## config.mk

```make
export PLATFORM = sky130hd
export DESIGN_NAME = vtp_hash
export DESIGN_NICKNAME = d
export VERILOG_FILES = /design/src/hdl/vtp_pkg.sv /design/src/hdl/vtp_hash.sv
export SDC_FILE = /design/constraint.sdc
export NUM_CORES = 2
export LEC_CHECK = 0
export ABC_AREA = 0
export BUFFER_PORTS_ARGS = -buffer_cell sky130_fd_sc_hd__buf_2
export CORE_ASPECT_RATIO = 0.8
export CORE_UTILIZATION = 51
export CTS_BUF_LIST = sky130_fd_sc_hd__clkbuf_4
export DETAILED_ROUTE_END_ITERATION = 10
export GPL_ROUTABILITY_DRIVEN = 0
export PLACE_DENSITY = 0.82
export SYNTH_ARGS = -nofsm -noshare
export SYNTH_HDL_FRONTEND = slang
export SYNTH_SLANG_ARGS = --single-unit
```

## constraint.sdc

```tcl
create_clock -name clk -period 7.9 [get_ports clk]
set_input_delay 1.58 -clock clk [delete_from_list [all_inputs] [get_ports clk]]
set_output_delay 1.58 -clock clk [all_outputs]
set_load 0.02 [all_outputs]
```

## src/hdl/vtp_pkg.sv

```systemverilog
// vtp_pkg: sizes, mixing constants, entry layouts and helpers of the value predictor
// used by vtp_hash, vtage_value_predictor and the test files; no dependencies
package vtp_pkg;

	localparam int BASE_DEPTH   = 1024;
	localparam int NUM_BANKS    = 4;
	localparam int BANK_ENTRIES = 1024;
	localparam int TAG_WIDTH    = 12;
	localparam int CONF_WIDTH   = 3;

	localparam int BASE_IDX_W = $clog2(BASE_DEPTH);
	localparam int BANK_IDX_W = $clog2(BANK_ENTRIES);
	localparam int BANK_SEL_W = (NUM_BANKS > 1) ? $clog2(NUM_BANKS) : 1;
	localparam int TAG_DEPTH  = NUM_BANKS * BANK_ENTRIES;
	localparam int TAG_ADDR_W = $clog2(TAG_DEPTH);
	localparam int CLR_DEPTH  = (TAG_DEPTH > BASE_DEPTH) ? TAG_DEPTH : BASE_DEPTH;
	localparam int CLR_W      = $clog2(CLR_DEPTH);
	localparam int NUM_JOBS   = 2 * NUM_BANKS + 1;
	localparam int JOB_W      = $clog2(NUM_JOBS);

	localparam logic [63:0] MIX1   = 64'hff51afd7ed558ccd;
	localparam logic [63:0] MIX2   = 64'hc4ceb9fe1a85ec53;
	localparam logic [63:0] GOLDEN = 64'h9e3779b97f4a7c15;
	localparam int          SHIFT  = 33;

	localparam logic [CONF_WIDTH-1:0] CONF_TOP   = '1;
	localparam logic [1:0]            USEFUL_MAX = 2'd3;
	localparam logic signed [3:0]     PROV_NONE  = -4'sd1;

	typedef enum logic [1:0] {
		MODE_PREDICT    = 2'd0,
		MODE_TRAIN      = 2'd1,
		MODE_TRAIN_PROV = 2'd2,
		MODE_PATH       = 2'd3
	} mode_t;

	localparam logic REG_THRESHOLD = 1'b0;
	localparam logic REG_HIST_LEN  = 1'b1;

	typedef struct packed {
		logic                  valid;
		logic [CONF_WIDTH-1:0] conf;
		logic [63:0]           data;
	} base_ent_t;

	typedef struct packed {
		logic                  valid;
		logic [TAG_WIDTH-1:0]  tag;
		logic [63:0]           data;
		logic [CONF_WIDTH-1:0] conf;
		logic [1:0]            useful;
	} tag_ent_t;

	typedef struct packed {
		logic        start;
		logic [63:0] x;
	} hash_req_t;

	typedef struct packed {
		logic        done;
		logic [63:0] y;
	} hash_rsp_t;

	function automatic logic [63:0] hist_mask(input logic [BANK_SEL_W-1:0] bank);
		int len;
		len = 8 << bank;
		if (len >= 64)
			return '1;
		return (64'd1 << len) - 64'd1;
	endfunction

	function automatic logic [CONF_WIDTH-1:0] conf_up(input logic [CONF_WIDTH-1:0] c);
		return (c == CONF_TOP) ? c : c + 1'b1;
	endfunction

	function automatic logic [CONF_WIDTH-1:0] conf_down(input logic [CONF_WIDTH-1:0] c);
		return (c == '0) ? c : c - 1'b1;
	endfunction

endpackage

```

## src/hdl/vtp_hash.sv

```systemverilog
// vtp_hash: iterative multiply-xor scrambler built from 32x32 partial products; a new start restarts it
// depends on vtp_pkg
module vtp_hash (
	input  logic              clk,
	input  logic              arst_n,
	input  vtp_pkg::hash_req_t req,
	output vtp_pkg::hash_rsp_t rsp
);
	import vtp_pkg::*;

	logic [63:0] a_q, b_q, acc_q, prod_q, y_q;
	logic [1:0]  step_q;
	logic        pass_q, run_q, done_q;
	logic [31:0] mul_a, mul_b;
	logic [63:0] sum;

	// low 64 bits of a*b: lo*lo plus both cross terms shifted up
	assign mul_a = (step_q == 2'd2) ? a_q[63:32] : a_q[31:0];
	assign mul_b = (step_q == 2'd1) ? b_q[63:32] : b_q[31:0];
	assign sum   = acc_q + {prod_q[31:0], 32'd0};

	always_ff @(posedge clk or negedge arst_n) begin
		if (!arst_n) begin
			run_q  <= 1'b0;
			done_q <= 1'b0;
			step_q <= '0;
			pass_q <= 1'b0;
		end else begin
			done_q <= 1'b0;
			if (req.start) begin
				run_q  <= 1'b1;
				step_q <= '0;
				pass_q <= 1'b0;
			end else if (run_q) begin
				step_q <= step_q + 2'd1;
				if (step_q == 2'd3) begin
					pass_q <= 1'b1;
					if (pass_q) begin
						run_q  <= 1'b0;
						done_q <= 1'b1;
					end
				end
			end
		end
	end

	always_ff @(posedge clk) begin
		if (req.start) begin
			a_q <= req.x ^ (req.x >> SHIFT);
			b_q <= MIX1;
		end else if (run_q) begin
			case (step_q)
				2'd0: prod_q <= mul_a * mul_b;
				2'd1: begin
					acc_q  <= prod_q;
					prod_q <= mul_a * mul_b;
				end
				2'd2: begin
					acc_q  <= sum;
					prod_q <= mul_a * mul_b;
				end
				default: begin
					if (pass_q)
						y_q <= sum ^ (sum >> SHIFT);
					else begin
						a_q <= sum ^ (sum >> SHIFT);
						b_q <= MIX2;
					end
				end
			endcase
		end
	end

	assign rsp.done = done_q;
	assign rsp.y    = y_q;

endmodule

```

==> flow_metrics.tcl, run 1 <==
set metrics [dict create \
    clock-sinks 263 \
    synth_top_family_by_area "adder cells" \
    io_buffers 131 \
    clockBufferDepth 3 \
    syn_nets 5660 \
    stop_stage "5_1_grt" \
    status "did not finish" \
    grt_overflow_total 3 \
    grt.total_usage 0.519 \
    async_reset_ff_frac 0.0190 \
    synth_edf_count 256 \
    dp_hpwl_um 130000 \
    grt_max_degree 65 \
    worstEndpointType "register data pin" \
    start_util 0.518 \
    die_h_um 264 \
    error "[ERROR GRT-0232] Routing congestion too high. Check the congestion heatmap in the GUI." \
    num_rows 95 \
    yosysSeqAreaShare 0.180 \
    synth_fa_ha_area_frac 0.459 \
    synth-compound-area-share 0.103 \
    ys_ff_latch 263 \
    synth_area_leaders "fa_1, edfxtp_1, ha_1" \
    synth_top_area_share 0.348 \
    synth_ff_type "edfxtp_1" \
    h-tree-depth 2 \
    synthMuxAreaShare 0.0283 \
    cts_buffers 51 \
    synth_area_sq_um 43600 \
    holdBufCountCts 0 \
    yosysUniqueCellTypes 94 \
    syn_area_per_cell_sq_um 9.80 \
    synth_xor_area_frac 0.0438 \
    yosysWarnings 0 \
    synth_area_leader_cell "fa_1" \
    io_pins 132 \
    fp.dieW_um 329 \
    place_area_sq_um 51500 \
    syn_inst 4449 \
    worst_endpoint "prod_q[54]$_DFFE_PP_/D" \
    clockRootBuffer "clkbuf_4" \
    yosys.area_share.simple 0.0878 \
]
timing repair:
item / CTS
resized for setup: 311
pin swaps: 99
cloned: 2
buffers inserted: 37
setup endpoints to repair: 43
logic make-up after synthesis:
family                   count (synthesis)
flip-flops                             263
AND/OR/NAND/NOR                        880
multiplexers                           112
XOR/XNOR                               206
buffers and inverters                 1141
adder cells (fa/ha/maj)               1144
AO/OA/AOI/OAI                          703
routing by layer:
| metal | GRT usage | overflow |
|---|---|---|
| met2 | 0.628 | 1 |
| met4 | 0.433 | 2 |
| met3 | 0.441 | 0 |
| met1 | 0.532 | 0 |
| met5 | 0.266 | 0 |
synth_stat cells (4+ instances only):
| cell | instances |
|---|---|
| xor2_1 | 68 |
| edfxtp_1 | 256 |
| inv_1 | 961 |
| clkbuf_1 | 129 |
| o21ai_0 | 153 |
| ha_1 | 386 |
| and2_1 | 15 |
| mux2i_1 | 21 |
| o21bai_1 | 41 |
| fa_1 | 758 |
| xnor3_1 | 5 |
| o22ai_1 | 35 |
| nand2_1 | 373 |
| buf_1 | 34 |
| buf_2 | 8 |
| a211oi_1 | 20 |
| a2111oi_0 | 4 |
| o21a_1 | 11 |
| o31ai_1 | 8 |
| or2_2 | 11 |
| and3_1 | 17 |
| clkinv_1 | 5 |
| nand4_1 | 30 |
| a21boi_0 | 10 |
| nand2b_1 | 6 |
| nor2_1 | 290 |
| nor4_1 | 4 |
| nor2b_1 | 37 |
| a311oi_1 | 4 |
| a22oi_1 | 17 |
| a211o_1 | 5 |
| a22o_1 | 5 |
| nand3_1 | 36 |
| or3_1 | 9 |
| a21oi_1 | 207 |
| o211ai_1 | 14 |
| a21o_1 | 96 |
| o21ai_1 | 4 |
| o221ai_1 | 5 |
| a221oi_1 | 4 |
| a31oi_1 | 14 |
| nor3_1 | 33 |
| dfrtp_1 | 5 |
| xnor2_1 | 129 |
| mux2_2 | 91 |
metrics by stage:
stage	std cells	util	hold WS [ns]	setup TNS (ns)	setup slack [ns]
after CTS	6440	0.636	0.500	-2.36	-0.176
after floorplan	4449	-	0.422	-0.0385	-0.0201
after detailed placement	6313	0.611	0.456	-19.61	-0.695
after global placement	6313	0.611	0.439	-11.62	-0.460
==> run 2, diff against run 1 <==
- CORE_ASPECT_RATIO: 0.8 -> default
- CORE_UTILIZATION: 51 -> 36
- CTS_BUF_LIST: sky130_fd_sc_hd__clkbuf_4 -> default
- PLACE_DENSITY: 0.82 -> default
- PLACE_DENSITY_LB_ADDON: default -> 0.15
- clock period: 7.9 -> 10.25 ns (I/O delays scaled with it)
==> run 2 against run 1 <==
The flow now finishes without violations. Area after synthesis stayed put. Synthesized cell count stayed put.
==> flow_metrics.tcl, run 2 <==
set metrics [dict create \
    fillCellCount 12100 \
    syn_nets 5660 \
    insertion_delay_ns 0.54 \
    grt_pass1_wl_um 227000 \
    tns_ns 0 \
    yosys-top-cells-count "inv_1, fa_1, ha_1" \
    synth_top_area_share 0.348 \
    cts_tree "built" \
    synth_area_sq_um 43600 \
    die_area_sq_um 123000 \
    antenna_found_initial 5 \
    h-tree-depth 1 \
    crit_path_frequent_cell "inv_1" \
    synth-compound-area-share 0.103 \
    io_pins 132 \
    crit_arrival_ns 10.27 \
    grt_max_degree 74 \
    worstPathRequired_ns 10.54 \
    dp_hpwl_um 133000 \
    critPathKind "reg2reg" \
    hold_viol 0 \
    multi_input_area_sq_um 31600 \
    drc_errors 0 \
    via_per_inst 5.21 \
    rsz0062_at_grt "no" \
    path_clk_slew_ns 0.07 \
    synth_fa_ha_area_frac 0.459 \
    async_reset_ff_frac 0.0190 \
    max-slew-margin-rel 0.214 \
    syn_inst 4449 \
    firstDrtPassIters 8 \
    maxCapViolCount 0 \
    nets 5746 \
    clock-sinks 263 \
    fmax_mhz 100 \
    layout_min_cycle_time_ns 9.98 \
    grt.total_usage 0.254 \
    yosysMostFrequentCell "inv_1" \
    core_area_sq_um 120000 \
    synth_edf_count 256 \
    syn_area_per_cell_sq_um 9.80 \
    holdBufCountCts 0 \
    die_h_um 350 \
    synth_area_leaders "fa_1, edfxtp_1, ha_1" \
    num_rows 127 \
    avgRoutedWirePerCell_um 24.9 \
    synthMuxAreaShare 0.0283 \
    place_area_sq_um 46600 \
    slowest_delay_ns 0.80 \
    start_util 0.364 \
    fin_ws_ns 0.266 \
    finClkSkew_ns 0.0152 \
    hold_class "reg2reg" \
    clockRootBuffer "clkbuf_16" \
    status "completed" \
    drv_slew 0 \
    area_growth_pct 8.63 \
    synth_ff_type "edfxtp_1" \
    cp_max_fo 18 \
    drive_gt1_frac 0.0927 \
    ys_ff_latch 263 \
    cp-start-kind "flop" \
    wl_um 154000 \
    tightestPinTransition_ns 1.18 \
    synth_top_family_by_area "adder cells" \
    yosys.area_share.simple 0.0878 \
    yosysSeqAreaShare 0.180 \
    cp-end-kind "flop" \
    clockBufferDepth 3 \
    io_buffers 131 \
    grt_pass1_vias 33300 \
    synth_area_leader_cell "fa_1" \
    vias 32100 \
    fin_crit_sh 0.974 \
    ant_nets 0 \
    setup_violations 0 \
    fp.dieW_um 350 \
    grt_overflow_total 0 \
    first_iter_violations 2786 \
    final_area_sq_um 47400 \
    place_ws_ns 0.0504 \
    yosysUniqueCellTypes 94 \
    regArea_sq_um 7860 \
    mostFrequentLayoutCell "inv_1" \
    yosysWarnings 0 \
    cts_buffers 25 \
    cts_setup_buffers 0 \
    final_cell_mix "inv_1, fa_1, ha_1, nand2_1, nor2_1" \
    cp_slowest_cell "mux2i_2" \
    synth_xor_area_frac 0.0438 \
]
[run 2: layout make-up]
cell class                      instances  share of cell area
Multi-Input combinational cell       3045               0.667
Sequential cell                       263               0.166
Inverter                              968              0.0767
Tap cell                             1612              0.0426
Timing Repair Buffer                  232              0.0309
Clock buffer                           32              0.0142
Clock inverter                         13             0.00309
Antenna cell                            1           0.0000528
[run 2: what timing repair did]
action / 4_1_cts / 5_1_grt
endpoints found under the setup margin: 0 / 13
resized for setup: 0 / 1
hold endpoints to repair: 0 / 0
[run 2: cell families (layout without fill, tap and decap cells)]
| logic type | Yosys count | count (layout) |
|---|---|---|
| AO/OA/AOI/OAI | 703 | 703 |
| XOR/XNOR | 206 | 206 |
| adder cells (fa/ha/maj) | 1144 | 1144 |
| buffers and inverters | 1141 | 1245 |
| flip-flops | 263 | 263 |
| multiplexers | 112 | 112 |
| other | 0 | 1 |
| AND/OR/NAND/NOR | 880 | 880 |
[run 2: path summary, 6_finish.rpt]
path	start	end	slack [ns]	cells after the start
min in group asynchronous	arst_n	done_q$_DFF_PN0_	1.33	1
worst max-delay path	step_q[0]$_DFFE_PN0P_	prod_q[58]$_DFFE_PP_	0.27	30
worst min-delay path	acc_q[31]$_DFFE_PP_	y_q[31]$_DFFE_PP_	0.47	0
worst min register to register	acc_q[31]$_DFFE_PP_	y_q[31]$_DFFE_PP_	0.47	0
max in group asynchronous	arst_n	step_q[0]$_DFFE_PN0P_	8.75	1
worst max register to register	step_q[0]$_DFFE_PN0P_	prod_q[58]$_DFFE_PP_	0.27	30
[run 2: per-stage QoR]
step                      hold slack (ns)  utilization  std cells
after CTS                           0.474        0.395       6165
final                               0.470        0.395       6166
after detailed placement            0.459        0.388       6120
after floorplan                     0.422            -       4449
after global placement              0.465        0.388       6120
after global routing                0.474        0.395       6165
[run 2: worst max-delay path: cells and delay by family (launching register included)]
family,cells,cell delay [ns]
multiplexers,1,0.80
adder cells (fa/ha/maj),10,4.38
XOR/XNOR,1,0.09
AND/OR/NAND/NOR,3,0.73
flip-flops,1,0.44
buffers and inverters,9,1.58
AO/OA/AOI/OAI,6,1.67
[run 2: per-layer routing]
metal | vias up | global-route usage | share of wire
met3 | 255 | 0.0327 | 0.059
met5 | - | 0 | 0.000072
met1 | 16300 | 0.358 | 0.44
met2 | 1210 | 0.397 | 0.45
li1 | 14400 | - | -
met4 | 2 | 0.0977 | 0.047
Power of run 2 is left out: the tool's default activity adds up to more than one toggle a clock period on the data nets, which glitch-free logic cannot reach.
